[src/hdl/mtq_pkg.sv]
`default_nettype none

package mtq_pkg;

  // operation codes carried in func
  localparam logic [2:0] FN_ENQ   = 3'd0;
  localparam logic [2:0] FN_DEQ   = 3'd1;
  localparam logic [2:0] FN_MIN   = 3'd2;
  localparam logic [2:0] FN_READ  = 3'd3;
  localparam logic [2:0] FN_CLEAR = 3'd4;

  // status codes
  localparam logic [2:0] ST_OK    = 3'd0;
  localparam logic [2:0] ST_FULL  = 3'd1;
  localparam logic [2:0] ST_DUP   = 3'd2;
  localparam logic [2:0] ST_EMPTY = 3'd3;
  localparam logic [2:0] ST_RANGE = 3'd4;

  localparam int unsigned DATA_W = 32;
  localparam int unsigned POS_W  = 5;

  typedef enum logic [1:0] {
    S_IDLE,
    S_SCAN,
    S_DONE
  } state_t;

endpackage

`default_nettype wire

[src/hdl/min_tracking_queue.sv]
`default_nettype none

// Channel   Handshake                   Word
// --------  --------------------------  ---------------------------------
// input     in_valid / in_ready         func, value, position
// output    out_valid / out_ready       status, data, occupancy
//
// Enqueue and find minimum scan every stored entry; dequeue and read fetch
// one entry; refused operations, clear and unused codes skip the scan. The
// entry memory has a single read port, which the scan walks one entry per
// cycle through one shared equal / signed-less comparator.
// Reset (rst, synchronous) empties the queue; the memory is not cleared.
// A result waiting on out_ready holds the sequencer in its final state.
module min_tracking_queue #(
  parameter int unsigned CAPACITY = 32
) (
  input  wire                                   clk,
  input  wire                                   rst,
  input  wire                                   in_valid,
  output logic                                  in_ready,
  input  wire        [2:0]                      func,
  input  wire signed [mtq_pkg::DATA_W-1:0]      value,
  input  wire        [mtq_pkg::POS_W-1:0]       position,
  output logic                                  out_valid,
  input  wire                                   out_ready,
  output logic       [2:0]                      status,
  output logic signed [mtq_pkg::DATA_W-1:0]     data,
  output logic       [$clog2(CAPACITY+1)-1:0]   occupancy
);
  import mtq_pkg::*;

  localparam int unsigned PW  = $clog2(CAPACITY);
  localparam int unsigned CW  = $clog2(CAPACITY + 1);
  localparam int unsigned PCW = (CW > POS_W) ? CW : POS_W;

  // slot of an offset from the front, wrapped at CAPACITY
  function automatic logic [PW-1:0] slot(input logic [PW-1:0] base,
                                         input logic [CW-1:0] off);
    logic [CW:0] sum;
    sum = (CW+1)'(base) + (CW+1)'(off);
    if (sum >= (CW+1)'(CAPACITY)) sum = sum - (CW+1)'(CAPACITY);
    return sum[PW-1:0];
  endfunction

  state_t             state, state_next;
  logic [2:0]         op, op_next;
  logic [DATA_W-1:0]  val, val_next;
  logic [CW-1:0]      idx, idx_next;
  logic [CW-1:0]      lim, lim_next;
  logic               rvalid, rvalid_next;
  logic [DATA_W-1:0]  acc, acc_next;
  logic               found, found_next;
  logic [PW-1:0]      front, front_next;
  logic [CW-1:0]      count, count_next;
  logic [2:0]         res_status, res_status_next;
  logic [DATA_W-1:0]  res_data, res_data_next;
  logic               out_valid_next;
  logic [2:0]         status_next;
  logic [DATA_W-1:0]  data_next;
  logic [CW-1:0]      occupancy_next;

  logic [DATA_W-1:0]  mem [CAPACITY];
  logic [DATA_W-1:0]  rdata;
  logic [PW-1:0]      raddr, waddr;
  logic               mem_we;
  logic               is_eq, is_lt;

  // entry memory: one write, one registered read
  always_ff @(posedge clk) begin
    if (mem_we) mem[waddr] <= val;
    rdata <= mem[raddr];
  end

  assign raddr = slot(front, idx);
  assign waddr = slot(front, count);

  // shared comparator
  assign is_eq = (rdata == val);
  assign is_lt = ($signed(rdata) < $signed(acc));

  assign in_ready = (state == S_IDLE);

  always_ff @(posedge clk) begin
    if (rst) begin
      state     <= S_IDLE;
      rvalid    <= 1'b0;
      front     <= '0;
      count     <= '0;
      out_valid <= 1'b0;
    end else begin
      state     <= state_next;
      rvalid    <= rvalid_next;
      front     <= front_next;
      count     <= count_next;
      out_valid <= out_valid_next;
    end
    op         <= op_next;
    val        <= val_next;
    idx        <= idx_next;
    lim        <= lim_next;
    acc        <= acc_next;
    found      <= found_next;
    res_status <= res_status_next;
    res_data   <= res_data_next;
    status     <= status_next;
    data       <= data_next;
    occupancy  <= occupancy_next;
  end

  // sequencer
  always_comb begin
    state_next      = state;
    op_next         = op;
    val_next        = val;
    idx_next        = idx;
    lim_next        = lim;
    rvalid_next     = 1'b0;
    acc_next        = acc;
    found_next      = found;
    front_next      = front;
    count_next      = count;
    res_status_next = res_status;
    res_data_next   = res_data;
    status_next     = status;
    data_next       = data;
    occupancy_next  = occupancy;
    out_valid_next  = out_valid && !out_ready;
    mem_we          = 1'b0;

    unique case (state)
      S_IDLE: begin
        if (in_valid) begin
          op_next         = func;
          val_next        = value;
          idx_next        = '0;
          lim_next        = count;
          found_next      = 1'b0;
          res_status_next = ST_OK;
          res_data_next   = '0;
          state_next      = S_DONE;
          unique case (func)
            FN_ENQ: begin
              if (count == CW'(CAPACITY)) res_status_next = ST_FULL;
              else state_next = S_SCAN;
            end
            FN_DEQ: begin
              if (count == '0) res_status_next = ST_EMPTY;
              else begin
                lim_next   = CW'(1);
                state_next = S_SCAN;
              end
            end
            FN_MIN: begin
              if (count == '0) res_status_next = ST_EMPTY;
              else state_next = S_SCAN;
            end
            FN_READ: begin
              if (count == '0) res_status_next = ST_EMPTY;
              else if (PCW'(position) >= PCW'(count)) res_status_next = ST_RANGE;
              else begin
                idx_next   = CW'(position);
                lim_next   = CW'(position) + CW'(1);
                state_next = S_SCAN;
              end
            end
            FN_CLEAR: begin
              count_next = '0;
              front_next = '0;
            end
            default: ;
          endcase
        end
      end

      S_SCAN: begin
        // issue one read per cycle
        if (idx != lim) begin
          rvalid_next = 1'b1;
          idx_next    = idx + CW'(1);
        end
        // fold in the word read last cycle
        if (rvalid) begin
          priority case (op)
            FN_ENQ: if (is_eq) found_next = 1'b1;
            FN_MIN: begin
              if (!found || is_lt) begin
                acc_next   = rdata;
                found_next = 1'b1;
              end
            end
            default: acc_next = rdata;
          endcase
        end
        // scan drained: commit
        if (idx == lim && !rvalid) begin
          state_next = S_DONE;
          priority case (op)
            FN_ENQ: begin
              if (found) res_status_next = ST_DUP;
              else begin
                mem_we     = 1'b1;
                count_next = count + CW'(1);
              end
            end
            FN_DEQ: begin
              res_data_next = acc;
              front_next    = slot(front, CW'(1));
              count_next    = count - CW'(1);
            end
            default: res_data_next = acc;
          endcase
        end
      end

      S_DONE: begin
        if (!out_valid || out_ready) begin
          out_valid_next = 1'b1;
          status_next    = res_status;
          data_next      = res_data;
          occupancy_next = count;
          state_next     = S_IDLE;
        end
      end

      default: state_next = S_IDLE;
    endcase
  end

  // checks
  a_count_bound: assert property (@(posedge clk) disable iff (rst)
    count <= CW'(CAPACITY))
    else $error("count above capacity");

  a_full_occ: assert property (@(posedge clk) disable iff (rst)
    out_valid && status == ST_FULL |-> occupancy == CW'(CAPACITY))
    else $error("full status with room left");

  a_empty_res: assert property (@(posedge clk) disable iff (rst)
    out_valid && status == ST_EMPTY |-> occupancy == '0 && data == '0)
    else $error("empty status on non-empty queue");

  a_one_at_a_time: assert property (@(posedge clk) disable iff (rst)
    in_valid && in_ready |=> !in_ready)
    else $error("second word taken while busy");

endmodule

`default_nettype wire

[config.mk]
export PLATFORM = sky130hd
export DESIGN_NAME = min_tracking_queue
export DESIGN_NICKNAME = d
export VERILOG_FILES = /design/src/hdl/mtq_pkg.sv /design/src/hdl/min_tracking_queue.sv
export SDC_FILE = /design/constraint.sdc
export NUM_CORES = 1
export LEC_CHECK = 0
export BUFFER_PORTS_ARGS = -buffer_cell sky130_fd_sc_hd__buf_2
export CORE_MARGIN = 2
export CORE_UTILIZATION = 60
export DETAILED_ROUTE_END_ITERATION = 10
export GPL_TIMING_DRIVEN = 0
export PLACE_DENSITY_LB_ADDON = 0.3
export SKIP_LAST_GASP = 1
export SYNTH_ARGS = -nofsm -noshare
export SYNTH_HDL_FRONTEND = slang
export SYNTH_SLANG_ARGS = --single-unit
[constraint.sdc]
create_clock -name clk -period 10 [get_ports clk]
set_clock_uncertainty 0.05 [all_clocks]
set_input_delay 1 -clock clk [delete_from_list [all_inputs] [get_ports clk]]
set_output_delay 1 -clock clk [all_outputs]
set_load 0.01 [all_outputs]
==> metrics.yaml, run 1 <==
status:
  status: "complete, but fails checks"
  violations: "capacitance limit, slew limit"
critical_path:
  start_kind: "register"
  cpLargestDelayFamily: "buffers and inverters"
  critPathKind: "register to register"
  crit_chain: "ha_1, fa_1, clkbuf_1, clkbuf_1, mux4_2, nand2_1, nand3_1, nand3_1, o21ai_0"
  cp-end-kind: "register"
  crit_required_ps: 10460
  timing.critical_path.buf_inv: 2
  cp_max_fo: 10
  cp_slowest_cell: "clkbuf_1"
  arrival_ps: 4840
  slowest_delay_ps: 940
cells_and_area:
  fill_cells: 4775
  drive_gt1_share_pct: 21.7
  syn2layout_area_growth_pct: 13.9
  nets: 2878
  n_antenna_cell: 0
  design_area_um2: 54400
  multi_input_area_um2: 11000
  regArea_um2: 36400
power:
  internal-power_mw: 8.49
  seq_power_share_pct: 53.9
  p_leak_nw: 17.8
  total_power_mw: 10.9
  vdd_drop_max_mv: 0.177
  clock_power_share_pct: 40.2
  switching_share_pct: 22.4
  power_frac_comb_pct: 5.9
  power.density_nw_per_um2: 201
  p_sw_mw: 2.45
synth:
  synth_edf_count: 1180
  synth_most_common_cell: "edfxtp_1"
  async_flop_share_pct: 0
  ys_seq_elements: 1227
  syn_area_per_cell_um2: 18.8
  yosys.area.top_type: "edfxtp_1"
  syn_inst: 2537
  synthTopCellsByArea: "edfxtp_1, mux4_2, nand2_1"
  yosys_warnings: 0
  synth_commonest_cells: "edfxtp_1, nand2_1, mux4_2"
  ys_seq_area_share_pct: 76.2
  synth.distinct_cells: 63
  synth_top_area_share_pct: 74.3
  synth_area_um2: 47700
  synth-main-ff-cell: "edfxtp_1"
  syn_nets: 2635
placement:
  io_buffer_count: 86
  placed_cell_area_um2: 50500
  gp_congestion: 0.906
  dp_hpwl_um: 71700
cts:
  clk_path_buf_depth: 3
  postCtsSetupBuffers: 0
  path_clk_slew_ps: 70
  root_buffer: "clkbuf_16"
  cts_resized: 0
  cts_made_buffers: 117
  clock_latency_ps: 700
  cts_tree: "done"
  holdBufCountCts: 0
  h-tree-depth: 3
  cts.sinks: 1227
timing:
  max_slew_margin_pct: -4.41
  fin_tns_setup_ps: 0
  setup_violations: 0
  hold_viol_final: 0
  min_period_over_period_pct: 43.8
  rsz0062_at_grt: "no"
  worstMarginPinSlew_ps: 1550
  holdWs_ps: 364
  slew_viol_final: 11
  timing.fmax_mhz: 228
  period_needed_ps: 4380
floorplanning:
  num_rows: 103
  core_area_um2: 78900
  die_h_um: 286
  die_area_um2: 81800
  start_util_pct: 60.5
  ios: 87
  fp.dieW_um: 286
global_route:
  use_met1_pct: 38.2
  antenna_found_initial: 1
  track_usage_pct: 28.1
  grt_overflow: 0
  grt_pass1_vias: 25800
  grt_pass1_wl_um: 167000
  grtUsageMet2_pct: 44.3
  grt_max_degree: 42
  met3_usage_pct: 6.71
  grt_busiest_layer: "met2"
detailed_routing:
  postRouteAntennaNets: 0
  vias: 25400
  avgViaCountPerCell: 6.47
  drc: 0
  wl_um: 113000
  drt_first_pass_iters: 6
  routedWlPerCell_um: 28.8
  drt_iter0_drc: 3453
run:
  maxCapViolCount: 1
worst_hold_path:
  hold_class: "register to register"
[path summary, 6_finish.rpt]
path                              startpoint  slack, ps                  to  cells after the start
setup / recovery            idx[0]$_DFFE_PP_       5620    rdata[1]$_DFF_P_                      9
hold / removal    res_data[28]$_SDFFCE_PN0P_        360  data[28]$_DFFE_PP_                      0
setup reg to reg            idx[0]$_DFFE_PP_       5620    rdata[1]$_DFF_P_                      9
hold reg to reg   res_data[28]$_SDFFCE_PN0P_        360  data[28]$_DFFE_PP_                      0
[cells by family (layout without fill, tap and decap cells)]
logic type | after synthesis | in the layout | share of synthesized area (%)
XOR/XNOR | 61 | 61 | 1.12
AO/OA/AOI/OAI | 127 | 127 | 1.72
flip-flops | 1227 | 1227 | 76.2
AND/OR/NAND/NOR | 651 | 651 | 6.04
adder cells (fa/ha/maj) | 54 | 54 | 1.46
buffers and inverters | 160 | 504 | 1.34
multiplexers | 257 | 257 | 12.1
[worst reg2reg max path: stages (launching register included)]
cell	delay, ps
edfxtp_1	490
ha_1	290
fa_1	830
clkbuf_1	940
clkbuf_1	630
mux4_2	450
nand2_1	90
nand3_1	150
nand3_1	170
o21ai_0	110
[layer usage]
| metal | wire length [um] | up-vias |
|---|---|---|
| li1 | - | 10600 |
| met1 | 41200 | 13000 |
| met2 | 54000 | 1630 |
| met3 | 12600 | 303 |
| met4 | 5260 | 0 |
| met5 | 0 | - |
[sequential cells by signal, indices dropped and copies added, names as in the netlist, 3 cells and up]
| name | count |
|---|---|
| acc | 32 |
| count | 6 |
| data | 32 |
| front | 5 |
| idx | 6 |
| lim | 6 |
| mem | 1024 |
| occupancy | 6 |
| op | 3 |
| rdata | 32 |
| res_data | 32 |
| res_status | 3 |
| status | 3 |
| val | 32 |
[area by class of cell]
| cell class | instances | share of cell area [%] |
|---|---|---|
| Timing Repair Buffer | 124 | 2.29 |
| Clock inverter | 74 | 1.33 |
| Tap cell | 1050 | 2.42 |
| Inverter | 46 | 0.318 |
| Buffer | 114 | 0.856 |
| Multi-Input combinational cell | 1150 | 20.2 |
| Clock buffer | 146 | 5.68 |
| Sequential cell | 1227 | 66.9 |
[stage by stage]
| step | std cells | util (%) | setup WS [ps] |
|---|---|---|---|
| final | 3931 | 68.9 | 5620 |
| after global routing | 3931 | 68.9 | 5630 |
| after CTS | 3928 | 68.9 | 5740 |
| after detailed placement | 3708 | 64.0 | 5800 |
| after global placement | 3673 | 62.7 | 4440 |
| after floorplan | 2537 | - | 6300 |
[cells in the final DEF (no fill, tap or decap), drive strengths merged, types with 7 or more instances in the layout]
cell and count:
edfxtp 1180, nand2 321, mux4 256, clkbuf 218, nand3 177, buf 166
nor2 85, xnor2 53, ha 51, clkinv 51, inv 49, dfxtp 47
o21ai 46, a21oi 33, nand2b 12, bufinv 12, nand4 10, a21o 9
clkinvlp 8, nor3 8, xor2 8, and3 7, and2 7
[power groups by stage]
stage / clock [mW] / sequential [mW] / combinational [mW]
finish: 4.39 / 5.90 / 0.649
global route: 4.62 / 5.90 / 0.691
CTS: 4.42 / 5.89 / 0.636
detailed placement: 0 / 6.00 / 0.626
global placement: 0 / 5.99 / 0.606
floorplan: 0 / 5.91 / 0.415
Power figures use the tool's default switching activity.
==> run 2: changes to the inputs <==
Settings changed: CORE_UTILIZATION 60 to 56.
Clock period 10 ns to 3.6 ns, I/O delays scaled along.
==> run 2 against run 1 <==
  * Worst setup slack got worse by 5600 ps
  * Wire length shrank 0.88%
  * The flow finishes with violations (setup timing)
  * Sequential power rose to 2.8 times the previous value
  * Fmax rose by 22%
  * Non-clock buffer count is 81 higher
==> metrics.yaml, run 2 (synthesized netlist as in run 1, its figures left out) <==
critical_path:
  r2r_end: "mem[27][17]$_DFFE_PP_"  # was rdata[1]$_DFF_P_
  cp_slowest_cell: "dfxtp_1"  # was clkbuf_1
  arrival_ps: 3940  # was 4840 ps
  rr_worst_depth: 9  # unchanged
  slowest_delay_ps: 630  # was 940 ps
  worst-path-stages: 9  # unchanged
  cp_max_fo: 25  # was 10
  critPathCapture: "mem[27][17]$_DFFE_PP_"  # was rdata[1]$_DFF_P_
  crit_chain: "ha_1, fa_1, a21o_1, a21oi_1, xnor2_1, and2_1, nand2b_1, nor2_4, buf_12"  # was ha_1, fa_1, clkbuf_1, clkbuf_1, mux4_2, nand2_1, nand3_1, nand3_1, o21ai_0
  timing.critical_path.buf_inv: 1  # was 2
  critPathKind: "register to register"  # unchanged
  cpLargestDelayFamily: "simple AND/OR/NAND/NOR gates"  # was buffers and inverters
  worstReg2RegStart: "count[0]$_SDFFE_PP0P_"  # was idx[0]$_DFFE_PP_
  r2r_slack_ps: -2  # was 5620 ps
  crit_required_ps: 3940  # was 10460 ps
  cp-end-kind: "register"  # unchanged
  start_kind: "register"  # unchanged
  crit_path_start: "count[0]$_SDFFE_PP0P_"  # was idx[0]$_DFFE_PP_
cells_and_area:
  top_register: "mem"  # unchanged
  syn2layout_area_growth_pct: 16.1  # was 13.9%
  mostFrequentLayoutCells: "edfxtp_1, nand2_1, mux4_2"  # unchanged
  finish.utilization_pct: 65.4  # was 68.9%
  nets: 2959  # was 2878
  largest_reg_flops: 1024  # unchanged
  design_area_um2: 55400  # was 54400 um^2
  n_antenna_cell: 0  # unchanged
  mostFrequentLayoutCell: "edfxtp_1"  # unchanged
  fin_cells: 4103  # was 3931
  drive_gt1_share_pct: 23.9  # was 21.7%
floorplanning:
  fp.dieW_um: 296  # was 286 um
  num_rows: 107  # was 103
  die_h_um: 296  # was 286 um
  start_util_pct: 56.3  # was 60.5%
  ios: 87  # unchanged
  die_area_um2: 87600  # was 81800 um^2
  core_area_um2: 84700  # was 78900 um^2
detailed_routing:
  avgViaCountPerCell: 6.19  # was 6.47
  drt_iter0_drc: 2895  # was 3453
  drc: 0  # unchanged
  vias: 25400  # about the same
  postRouteAntennaNets: 0  # unchanged
  wl_um: 112000  # was 113000 um
  drt_first_pass_iters: 8  # was 6
  routedWlPerCell_um: 27.3  # was 28.8 um
cts:
  root_buffer: "clkbuf_16"  # unchanged
  cts_tree: "done"  # unchanged
  h-tree-depth: 3  # unchanged
  cts_made_buffers: 117  # unchanged
  cts.sinks: 1227  # unchanged
  clk_path_buf_depth: 3  # unchanged
  path_clk_slew_ps: 60  # was 70 ps
  clock_latency_ps: 710  # was 700 ps
global_route:
  track_usage_pct: 25.8  # was 28.1%
  antenna_found_initial: 0  # was 1
  grt_max_degree: 42  # unchanged
  grt_overflow: 0  # unchanged
  grt_pass1_wl_um: 164000  # was 167000 um
  grt_pass1_vias: 25500  # was 25800
status:
  violations: "setup timing"  # was capacitance limit, slew limit
  status: "complete, but fails checks"  # unchanged
timing:
  period_needed_ps: 3600  # was 4380 ps
  timing.fmax_mhz: 278  # was 228 MHz
  min_period_over_period_pct: 100  # was 43.8%
  max_slew_margin_pct: 3.67  # was -4.41%
  worstMarginPinSlew_ps: 1440  # was 1550 ps
  timing.final.ws_setup_ps: -2.22  # was 5620 ps
  slew_viol_final: 0  # was 11
  hold_viol_final: 0  # unchanged
  setup_violations: 8  # was 0
placement:
  io_buffer_count: 86  # unchanged
  dpl.cell_count: 3802  # was 3708
  placed_cell_area_um2: 50600  # was 50500 um^2
  gp_congestion: 0.891  # was 0.906
  dp_hpwl_um: 72400  # was 71700 um
power:
  switching_share_pct: 22.4  # about the same
  internal-power_mw: 23.4  # was 8.49 mW
  p_leak_nw: 18.3  # was 17.8 nW
  power.density_nw_per_um2: 545  # was 201 nW/um^2
  clock_power_share_pct: 39.7  # was 40.2%
  vdd_drop_max_mv: 0.410  # was 0.177 mV
  seq_power_share_pct: 54.2  # was 53.9%
  power_frac_comb_pct: 6.1  # was 5.9%
  p_sw_mw: 6.77  # was 2.45 mW
worst_hold_path:
  hold_class: "input port to register"  # was register to register
  hold_depth: 3  # was 0
run:
  maxCapViolCount: 0  # was 1
run 2: layout make-up:
cell class	instances	area [um^2]
Buffer	113	513
Tap cell	1144	1430
Inverter	46	173
Sequential cell	1227	36400
Clock buffer	153	3090
Timing Repair Buffer	206	2160
Clock inverter	64	661
Fill cell	5424	29300
Multi-Input combinational cell	1150	11000
run 2: worst register-to-register path, cell delays in order (launching register included):
cell	delay, ps
dfxtp_1	630
ha_1	290
fa_1	270
a21o_1	130
a21oi_1	70
xnor2_1	520
and2_1	300
nand2b_1	290
nor2_4	450
buf_12	270
run 2: repair_timing:
item	CTS	global route
hold endpoints to repair	41	0
buffers inserted	21	23
gates resized for setup	33	19
hold buffers	37	0
setup endpoints to repair	904	332
pin swaps	9	11
run 2: power groups by stage:
stage                     clock network, mW  registers [mW]  logic (mW)
after global placement                    0            16.6        1.68
final                                  12.0            16.3        1.84
after CTS                              12.1            16.4        1.79
after detailed placement                  0            16.7        1.73
after global routing                   12.7            16.4        1.98
after floorplan                           0            16.4        1.15
run 2: how the worst min path moves through the flow:
stage	start	to	slack [ps]
final	position[1]	idx[1]$_DFFE_PP_	50
after global routing	position[1]	idx[1]$_DFFE_PP_	40
after CTS	position[0]	idx[0]$_DFFE_PP_	20
after detailed placement	res_data[15]$_SDFFCE_PN0P_	data[15]$_DFFE_PP_	360
after global placement	res_data[15]$_SDFFCE_PN0P_	data[15]$_DFFE_PP_	360
after floorplan	res_data[0]$_SDFFCE_PN0P_	data[0]$_DFFE_PP_	350
run 2: stage by stage:
step	hold WS (ps)	setup TNS, ps	power [mW]	setup WS, ps
final	49.5	-6.32	30.2	-2.22
after global routing	38.2	-1660	31.0	-54.0
after CTS	16.6	-16.5	30.3	-16.5
after detailed placement	356	-237640	18.4	-624
after global placement	356	-1672390	18.3	-1860
after floorplan	350	-40740	17.6	-99.1
run 2: layer usage:
metal,share of wire (%),vias to the layer above,track usage [%]
met3,10,231,4.92
met2,48,1483,41.5
met5,0,-,0
li1,-,10700,-
met4,3.8,0,9.60
met1,38,13000,35.7
